===== config.mk =====
export PLATFORM = sky130hd
export DESIGN_NAME = haar_wavelet_image_fusion_core
export DESIGN_NICKNAME = d
export VERILOG_FILES = /design/src/hdl/hwf_pkg.sv /design/src/hdl/hwf_ctrl.sv /design/src/hdl/hwf_datapath.sv /design/src/hdl/haar_wavelet_image_fusion_core.sv
export SDC_FILE = /design/constraint.sdc
export NUM_CORES = 1
export LEC_CHECK = 0
export BUFFER_PORTS_ARGS = -buffer_cell sky130_fd_sc_hd__buf_2
export CAP_MARGIN = 20
export CORE_AREA = 2 2 266 268
export DETAILED_ROUTE_END_ITERATION = 16
export DIE_AREA = 0 0 268 270
export GPL_ROUTABILITY_DRIVEN = 0
export SLEW_MARGIN = 0
export SYNTH_ARGS = -nofsm -noshare
export SYNTH_HDL_FRONTEND = slang
export SYNTH_HIERARCHICAL = 1
export SYNTH_SLANG_ARGS = --single-unit

===== constraint.sdc =====
create_clock -name clk -period 6.2 [get_ports clk]
set_clock_uncertainty 0.05 [all_clocks]
set_input_delay 0 -clock clk [delete_from_list [all_inputs] [get_ports clk]]
set_output_delay 0 -clock clk [all_outputs]
set_load 0.02 [all_outputs]

===== src/hdl/hwf_pkg.sv =====
// Shared constants and types of the Haar wavelet image fusion core.
// No dependencies; imported by every module of the core.
`timescale 1ns / 1ps

package hwf_pkg;

	localparam int MAX_IMAGES = 16;
	localparam int PIX_W      = 8;
	localparam int LANES      = 4;
	// image count, 0..MAX_IMAGES
	localparam int CNT_W      = $clog2(MAX_IMAGES + 1);
	// sum of approximation coefficients over a full group
	localparam int SUM_W      = $clog2(4 * 255 * MAX_IMAGES + 1);
	// signed detail coefficient, -510..510
	localparam int DET_W      = 11;
	// signed +-V+-H+-D, -1530..1530
	localparam int X_W        = 12;
	localparam int PROD_W     = X_W + CNT_W + 1;
	localparam int NUM_W      = PROD_W + 1;
	// magnitude bits of a non-negative numerator = quotient bits
	localparam int QW         = NUM_W - 1;
	localparam int DEN_W      = CNT_W + 2;
	localparam int ITER_W     = $clog2(QW);

	typedef enum logic [2:0] {
		ST_IDLE,
		ST_PROD,
		ST_LOAD,
		ST_DIV,
		ST_ROUND
	} state_t;

	typedef struct packed {
		logic accept;  // take the input item into the accumulators
		logic prod;    // form n * (+-V+-H+-D) per lane
		logic load;    // form numerators, start the divider
		logic step;    // one restoring-division step
		logic finish;  // round into the output register, clear the group
	} cmd_t;

endpackage


===== src/hdl/hwf_ctrl.sv =====
// Controller of the Haar fusion core: sequences accumulate, multiply,
// bit-serial divide and round. Depends on hwf_pkg.
`timescale 1ns / 1ps

module hwf_ctrl
	import hwf_pkg::*;
(
	input  logic       clk,
	input  logic       arst_n,
	input  logic       s_tvalid,
	output logic       s_tready,
	input  logic       last_image,
	output logic       m_tvalid,
	input  logic       m_tready,
	output cmd_t       cmd
);

	state_t              state_q, state_nx;
	logic [ITER_W-1:0]   iter_q;
	logic                out_valid_q;
	logic                out_free;

	assign out_free = !out_valid_q || m_tready;
	assign m_tvalid = out_valid_q;

	always_ff @(posedge clk or negedge arst_n) begin
		if (!arst_n) begin
			state_q <= ST_IDLE;
		end else begin
			state_q <= state_nx;
		end
	end

	always_ff @(posedge clk or negedge arst_n) begin
		if (!arst_n) begin
			iter_q      <= '0;
			out_valid_q <= 1'b0;
		end else begin
			if (cmd.load) begin
				iter_q <= ITER_W'(QW - 1);
			end else if (cmd.step) begin
				iter_q <= iter_q - 1'b1;
			end
			if (cmd.finish) begin
				out_valid_q <= 1'b1;
			end else if (m_tready) begin
				out_valid_q <= 1'b0;
			end
		end
	end

	always_comb begin
		state_nx = state_q;
		cmd      = '0;
		s_tready = 1'b0;
		unique case (state_q)
			ST_IDLE: begin
				s_tready = 1'b1;
				if (s_tvalid) begin
					cmd.accept = 1'b1;
					if (last_image) begin
						state_nx = ST_PROD;
					end
				end
			end
			ST_PROD: begin
				cmd.prod = 1'b1;
				state_nx = ST_LOAD;
			end
			ST_LOAD: begin
				cmd.load = 1'b1;
				state_nx = ST_DIV;
			end
			ST_DIV: begin
				cmd.step = 1'b1;
				if (iter_q == '0) begin
					state_nx = ST_ROUND;
				end
			end
			ST_ROUND: begin
				// wait until the previous result has left the output register
				if (out_free) begin
					cmd.finish = 1'b1;
					state_nx   = ST_IDLE;
				end
			end
			default: begin
				state_nx = ST_IDLE;
			end
		endcase
	end

endmodule


===== src/hdl/hwf_datapath.sv =====
// Datapath of the Haar fusion core: coefficient accumulators, four
// multiply/divide/round lanes and the output register. Depends on hwf_pkg.
`timescale 1ns / 1ps

module hwf_datapath
	import hwf_pkg::*;
(
	input  logic                    clk,
	input  logic                    arst_n,
	input  cmd_t                    cmd,
	input  logic [4*PIX_W-1:0]      in_pix,
	output logic [4*PIX_W-1:0]      out_pix,
	output logic                    out_ovf
);

	// group accumulators
	logic        [SUM_W-1:0]  sum_q;
	logic        [CNT_W-1:0]  cnt_q;
	logic                     ovf_q;
	logic signed [DET_W-1:0]  vmax_q, hmax_q, dmax_q;

	// lanes
	logic signed [PROD_W-1:0] prod_q [LANES];
	logic                     neg_q  [LANES];
	logic        [QW-1:0]     quo_q  [LANES];
	logic        [DEN_W-1:0]  rem_q  [LANES];

	logic [4*PIX_W-1:0]       out_pix_q;
	logic                     out_ovf_q;

	logic signed [DET_W-1:0]  pa, pb, pc, pd;
	logic signed [DET_W-1:0]  v_in, h_in, d_in;
	logic        [SUM_W-1:0]  s_in;
	logic        [DEN_W-1:0]  den;
	logic signed [X_W-1:0]    x_lane    [LANES];
	logic signed [NUM_W-1:0]  num_lane  [LANES];
	logic        [DEN_W:0]    shift_lane[LANES];
	logic        [DEN_W:0]    diff_lane [LANES];
	logic                     ge_lane   [LANES];
	logic        [PIX_W-1:0]  pix_lane  [LANES];

	assign pa = $signed({{(DET_W-PIX_W){1'b0}}, in_pix[0*PIX_W +: PIX_W]});
	assign pb = $signed({{(DET_W-PIX_W){1'b0}}, in_pix[1*PIX_W +: PIX_W]});
	assign pc = $signed({{(DET_W-PIX_W){1'b0}}, in_pix[2*PIX_W +: PIX_W]});
	assign pd = $signed({{(DET_W-PIX_W){1'b0}}, in_pix[3*PIX_W +: PIX_W]});

	assign v_in = pa + pb - pc - pd;
	assign h_in = pa - pb + pc - pd;
	assign d_in = pa - pb - pc + pd;
	assign s_in = SUM_W'(in_pix[0*PIX_W +: PIX_W]) + SUM_W'(in_pix[1*PIX_W +: PIX_W])
		+ SUM_W'(in_pix[2*PIX_W +: PIX_W]) + SUM_W'(in_pix[3*PIX_W +: PIX_W]);

	assign den = {cnt_q, 2'b00};

	// lane order: top left, top right, bottom left, bottom right
	assign x_lane[0] = X_W'(vmax_q) + X_W'(hmax_q) + X_W'(dmax_q);
	assign x_lane[1] = X_W'(vmax_q) - X_W'(hmax_q) - X_W'(dmax_q);
	assign x_lane[2] = X_W'(hmax_q) - X_W'(vmax_q) - X_W'(dmax_q);
	assign x_lane[3] = X_W'(dmax_q) - X_W'(vmax_q) - X_W'(hmax_q);

	always_comb begin
		logic [DEN_W:0] twice;
		logic           inc;
		logic [QW:0]    qr;
		for (int k = 0; k < LANES; k++) begin
			num_lane[k]   = NUM_W'($signed({1'b0, sum_q})) + NUM_W'(prod_q[k]);
			shift_lane[k] = {rem_q[k], quo_q[k][QW-1]};
			diff_lane[k]  = shift_lane[k] - {1'b0, den};
			ge_lane[k]    = shift_lane[k] >= {1'b0, den};
			// round half to even on the final quotient and remainder
			twice = {rem_q[k], 1'b0};
			inc   = (twice > {1'b0, den}) || ((twice == {1'b0, den}) && quo_q[k][0]);
			qr    = {1'b0, quo_q[k]} + (QW+1)'(inc);
			// a negative numerator always rounds to zero or below
			if (neg_q[k]) begin
				pix_lane[k] = '0;
			end else if (qr > (QW+1)'(255)) begin
				pix_lane[k] = '1;
			end else begin
				pix_lane[k] = qr[PIX_W-1:0];
			end
		end
	end

	always_ff @(posedge clk or negedge arst_n) begin
		if (!arst_n) begin
			sum_q <= '0;
			cnt_q <= '0;
			ovf_q <= 1'b0;
		end else if (cmd.finish) begin
			sum_q <= '0;
			cnt_q <= '0;
			ovf_q <= 1'b0;
		end else if (cmd.accept) begin
			if (cnt_q >= CNT_W'(MAX_IMAGES)) begin
				ovf_q <= 1'b1;
			end else begin
				sum_q <= sum_q + s_in;
				cnt_q <= cnt_q + 1'b1;
			end
		end
	end

	always_ff @(posedge clk) begin
		if (cmd.accept && (cnt_q < CNT_W'(MAX_IMAGES))) begin
			if (cnt_q == '0) begin
				vmax_q <= v_in;
				hmax_q <= h_in;
				dmax_q <= d_in;
			end else begin
				if (v_in > vmax_q) vmax_q <= v_in;
				if (h_in > hmax_q) hmax_q <= h_in;
				if (d_in > dmax_q) dmax_q <= d_in;
			end
		end
	end

	always_ff @(posedge clk) begin
		for (int k = 0; k < LANES; k++) begin
			if (cmd.prod) begin
				prod_q[k] <= PROD_W'(x_lane[k]) * PROD_W'($signed({1'b0, cnt_q}));
			end
			if (cmd.load) begin
				neg_q[k] <= num_lane[k][NUM_W-1];
				quo_q[k] <= num_lane[k][QW-1:0];
				rem_q[k] <= '0;
			end else if (cmd.step) begin
				quo_q[k] <= {quo_q[k][QW-2:0], ge_lane[k]};
				rem_q[k] <= ge_lane[k] ? diff_lane[k][DEN_W-1:0] : shift_lane[k][DEN_W-1:0];
			end
		end
		if (cmd.finish) begin
			for (int k = 0; k < LANES; k++) begin
				out_pix_q[k*PIX_W +: PIX_W] <= pix_lane[k];
			end
			out_ovf_q <= ovf_q;
		end
	end

	assign out_pix = out_pix_q;
	assign out_ovf = out_ovf_q;

endmodule


===== src/hdl/haar_wavelet_image_fusion_core.sv =====
// Haar wavelet image fusion core. Each input item is one 2x2 block of one
// source image; blocks of the same position from several images (up to
// MAX_IMAGES = 16, extras dropped and flagged) form a group closed by tuser.
// The core sums the approximation coefficient, keeps the maximum of each
// detail coefficient and, on the last image, outputs one fused 2x2 block
// rounded half to even and clipped to 0..255. A block that does not close
// a group is taken and ready stays high. A block that closes a group holds
// ready low after it through multiply, load, 18 divide steps (one per bit
// of the NUM_W - 1 = 18 bit quotient) and round, and longer while the
// previous item still waits for m_tready: four bit-serial dividers, one
// per output pixel, take one quotient bit per cycle. A finished item waits
// in the output register while the next group accumulates.
// Depends on hwf_pkg, hwf_ctrl and hwf_datapath.
`timescale 1ns / 1ps

module haar_wavelet_image_fusion_core
	import hwf_pkg::*;
(
	input  logic                 clk,
	input  logic                 arst_n,
	input  logic                 s_tvalid,
	output logic                 s_tready,
	// pix_top_left, pix_top_right, pix_bottom_left, pix_bottom_right
	input  logic [4*PIX_W-1:0]   s_tdata,
	// last_image
	input  logic [0:0]           s_tuser,
	output logic                 m_tvalid,
	input  logic                 m_tready,
	// fused_top_left, fused_top_right, fused_bottom_left, fused_bottom_right
	output logic [4*PIX_W-1:0]   m_tdata,
	// count_overflow
	output logic [0:0]           m_tuser
);

	cmd_t cmd;

	hwf_ctrl u_ctrl (
		.clk        (clk),
		.arst_n     (arst_n),
		.s_tvalid   (s_tvalid),
		.s_tready   (s_tready),
		.last_image (s_tuser[0]),
		.m_tvalid   (m_tvalid),
		.m_tready   (m_tready),
		.cmd        (cmd)
	);

	hwf_datapath u_dp (
		.clk     (clk),
		.arst_n  (arst_n),
		.cmd     (cmd),
		.in_pix  (s_tdata),
		.out_pix (m_tdata),
		.out_ovf (m_tuser[0])
	);

endmodule


==> key figures <==
Worst setup path
  – Critical path launch point type: register
  – Worst R2R Setup Slack: between 0.1 and 0.15 ns
  – Maximum net fanout on the critical path: 4
  – Category of the most critical setup path: register to register
  – Buf/Inv on CP: 4
  – CP endpoint: u_dp/prod_q[3][16]
  – CP Depth: 24
  – Req. time, crit path: around 6.5 ns
  – List of cells traversed by the critical path: buf_4 > inv_1 > fa_2 > fa_2 > a21o_1 > a21oi_2 > o21bai_1 > a21oi_2 > a211oi_2 > or4_4 > a31oi_4 > fa_1 > fa_1 > inv_1 > fa_1 > inv_1 > ha_4 > a21oi_2 > nor2b_1 > or4_1 > a21o_1 > a31o_2 > a21oi_2 > xnor2_1
  – Origin of the critical flop-to-flop path: u_dp/hmax_q[0]
  – Capture instance of the worst register-to-register path: u_dp/prod_q[3][16]
  – Worst-path cell with the longest stage delay: sky130_fd_sc_hd__fa_1
  – Launching element of the worst setup path: u_dp/hmax_q[0]
  – Arrival time of the worst setup path: around 6.3 ns
  – Critical Path Max Stage Delay: around 0.52 ns
  – Sort of element at the end of the critical path: register
  – R2R depth: 24
  – Dominant cell type by count on the critical path: sky130_fd_sc_hd__a21oi_2
  – Family with the most delay on the worst path: adder cells

Power
  – Fraction of power consumed by sequential logic: about 30%
  – Total power after layout: between 10 and 15 mW
  – Largest voltage drop on the vdd net: 0.298 mV
  – Part of the power in combinational logic: around 53%
  – P_int: 6.90 mW
  – Clock Power Share: between 10% and 20%
  – Switch share: a little over two fifths
  – Leakage Power: about 16 nW
  – Power density over cell area: between 300 and 400 nW/µm²
  – Switching power summed over all nets: approximately 4.9 mW

Clocking
  – Max Root-Sink Buffers: 3
  – CTS buffer count: 35
  – Count of H-tree levels built during CTS: 2
  – Worst-Skew Late Latency: around 0.55 ns
  – Buffer cell driving the clock tree root: sky130_fd_sc_hd__clkbuf_16
  – Clock transition time at the flip-flop clock pins of the worst setup and hold paths: 0.05 ns
  – CTS Sinks: 271
  – CTS tree: yes

Die
  – Die boundary width: between 200 and 300 µm
  – Height of the chip: 270 µm
  – CORE AREA: slightly below 70000 µm²
  – Row Count: 97
  – Die area: 72400 µm²
  – Top-level port count: 72
  – Effective utilization at floorplan: between 40% and 50%

STA
  – Final worst path period need: approximately 6.1 ns
  – Max Slew Vio Count: 0
  – Portion of the clock cycle consumed by the worst path in the final layout: a little over nine tenths
  – Final number of setup-violating endpoints: 0
  – Highest Clock Rate: 164 MHz
  – Setup repair after global routing missed its margin: true
  – Worst hold slack: about 0.018 ns
  – Final total negative setup slack: 0 ns
  – Worst-margin pin slew: about 0.9 ns
  – Endpoints failing hold: 0
  – Min setup slack post-route: between 0.1 and 0.15 ns
  – Tightest slew margin relative to the limit: between 40% and 50%

Synth
  – Post-Synthesis Cell Area: 30900 µm²
  – Commonest register cell after synthesis: sky130_fd_sc_hd__edfxtp_1
  – Number of synthesized register bits: roughly 270
  – Average instance area after synthesis: 9.42 µm²
  – Share of synthesized area occupied by flip-flops and latches: roughly 26%
  – Net Count, Synth: just under 4000
  – Number of enable flip-flop cells after synthesis: between 200 and 250
  – Count of synthesis-stage warnings from yosys: 6
  – Number of instances in the synthesized netlist: approximately 3300
  – Post-synthesis async set-or-reset flop share: a little over a tenth
  – Number of distinct standard cells referenced by the synthesized netlist: 90

Layout
  – Number of cells in the finished layout apart from fillers: between 4000 and 5000
  – Signed area change from the synthesized netlist to the final layout: 16.7%
  – Share of final-layout standard cells stronger than drive strength 1: between 15 and 20%
  – Multi-input gate area in the final layout: approximately 22000 µm²
  – Fillers: 6393
  – Layout Nets: ~4200
  – Final core occ: around half
  – Most common cell after layout, fill and taps aside: sky130_fd_sc_hd__inv_1
  – Top library cells by usage in the layout, fill and taps aside: 435 x sky130_fd_sc_hd__inv_1, 346 x sky130_fd_sc_hd__ha_1, 242 x sky130_fd_sc_hd__edfxtp_1, 227 x sky130_fd_sc_hd__a21oi_1, 227 x sky130_fd_sc_hd__buf_4
  – Final standard cell area without fillers: 36100 µm²
  – Area taken by flip-flops and latches: around 8000 µm²

Placement
  – Sum of net half-perimeters after detailed placement: 59900 µm
  – Cell area after placement: 33800 µm²
  – Pre-CTS setup slack: -0.168 ns
  – I/O Buffers: between 70 and 80
  – Cell count after placement: between 4000 and 5000

Run status
  – Run status: completed

Drt
  – Wire length per cell after detailed routing: between 15 and 20 µm
  – Top Metal Used: met4
  – Metal-1 WL: ~37000 µm
  – Number of vias per cell: approximately 5.2
  – Met2 WL: roughly 36000 µm
  – Residual DRC count: 0
  – Routed Antenna Nets: 0
  – Routed vias: 23600
  – Number of search-and-repair iterations in the first detailed-routing pass: 5
  – DRT Wirelength: 76400 µm
  – Initial detailed-routing violation count: around 1200
  – Met3 WL: 2250 µm

Job
  – MaxCap Viol Count: 0

Global routing
  – Number of antenna violations at the first check in global routing: 0
  – First-pass GRT wire length: between 100000 and 150000 µm
  – Via count of the first global-routing pass: 22900
  – Total overflow reported by the global router: 0
  – Maximum number of pins on one net before global-route repair: 73
  – All-Layer GR Usage: approximately a fifth

Hold path
  – Worst hold path startpoint: s_tdata[27]
  – Worst hold-check path type: primary input to register
==> flip-flops by register name, indices dropped and copies added (netlist names) <==
name and count:
u_dp/vmax_q 11, u_dp/ovf_q 1, u_dp/dmax_q 11, u_dp/hmax_q 11, u_dp/rem_q 28, u_dp/out_pix 32
u_dp/quo_q 72, u_dp/sum_q 14, u_dp/prod_q 72, u_ctrl/iter_q 5, u_ctrl/m_tvalid 1, u_ctrl/state_q 3
u_dp/neg_q 4, u_dp/cnt_q 5, u_dp/out_ovf 1
==> tightest hold or removal path, stage by stage <==
cell                      delay, ns
sky130_fd_sc_hd__buf_2         0.13
sky130_fd_sc_hd__ha_1          0.18
sky130_fd_sc_hd__xnor2_1       0.12
==> cells by family (layout without fill, tap and decap cells) <==
group / after synthesis / after routing / synth area share [%]
and+or+nand+nor: 928 / 928 / 15.5
AOI/OAI and AO/OA: 701 / 701 / 14.5
adders and majority gates: 612 / 612 / 30.6
buffers and inverters: 514 / 824 / 6.28
DFF: 271 / 271 / 25.9
xor gates and xnor gates: 230 / 230 / 6.52
muxes: 23 / 23 / 0.774
other: 0 / 1 / 0
==> how the worst min path moves through the flow <==
| stage | cells past startpoint | to |
|---|---|---|
| 3_3_place_gp | 1 | u_ctrl/iter_q[0] |
| 2_1_floorplan | 0 | u_ctrl/iter_q[0] |
| 6_report | 3 | u_dp/dmax_q[3] |
| 3_5_place_dp | 1 | u_ctrl/iter_q[3] |
| 4_1_cts | 3 | u_dp/dmax_q[3] |
| 5_1_grt | 3 | u_dp/dmax_q[3] |
==> Yosys cell counts (all sizes together) (9+ instances only) <==
library cell	instances	area, µm²
ha	374	4680
a211oi	39	308
a21oi	255	1290
or3	12	75.1
xnor2	150	1310
and2	161	1010
inv	447	1680
nand2	208	781
clkbuf	56	214
o21a	46	345
dfrtp	29	726
o22ai	9	56.3
fa	238	4760
xor2	80	701
a21o	57	428
mux2i	16	160
o211ai	14	110
nand3	66	335
nor2	194	731
and3	23	145
nand2b	42	263
buf	10	42.5
nor3	60	312
edfxtp	242	7270
nand4	32	200
nor4	11	75.1
nor2b	59	369
o21ai	124	621
o31ai	19	148
o21bai	18	135
a31oi	34	213
a211o	9	78.8
a21boi	10	75.1
o311ai	11	104
==> power by group through the flow <==
stage | clock network [mW] | registers, mW | logic [mW]
after floorplan | 0 | 3.42 | 4.62
after global placement | 0 | 3.61 | 6.02
after detailed placement | 0 | 3.62 | 6.08
after CTS | 2.01 | 3.58 | 6.15
after global routing | 2.09 | 3.65 | 7.15
final | 1.96 | 3.58 | 6.27
==> layer usage <==
layer	GRT usage, %	up-vias
li1	-	11900
met1	29.6	11400
met2	35.2	294
met3	1.82	59
met4	4.60	0
met5	0	-
==> repair_timing <==
| item | in CTS | in global routing |
|---|---|---|
| setup endpoints to repair | 10 | 21 |
| resized for setup | 33 | 159 |
| hold endpoints to repair | 38 | 0 |
| setup buffers | 6 | 22 |
| gates cloned | 0 | 0 |
| hold buffers | 8 | 0 |
| pin swaps | 7 | 110 |
==> area by class of cell <==
class                           count  share of cell area [%]
Inverter                          448                    4.67
Clock buffer                       47                    2.73
Clock inverter                     17                   0.340
Timing Repair Buffer              312                    6.12
Tap cell                          940                    3.26
Sequential cell                   271                    22.2
Antenna cell                        1                 0.00694
Multi-Input combinational cell   2494                    60.7
Power figures use the tool's default switching activity.
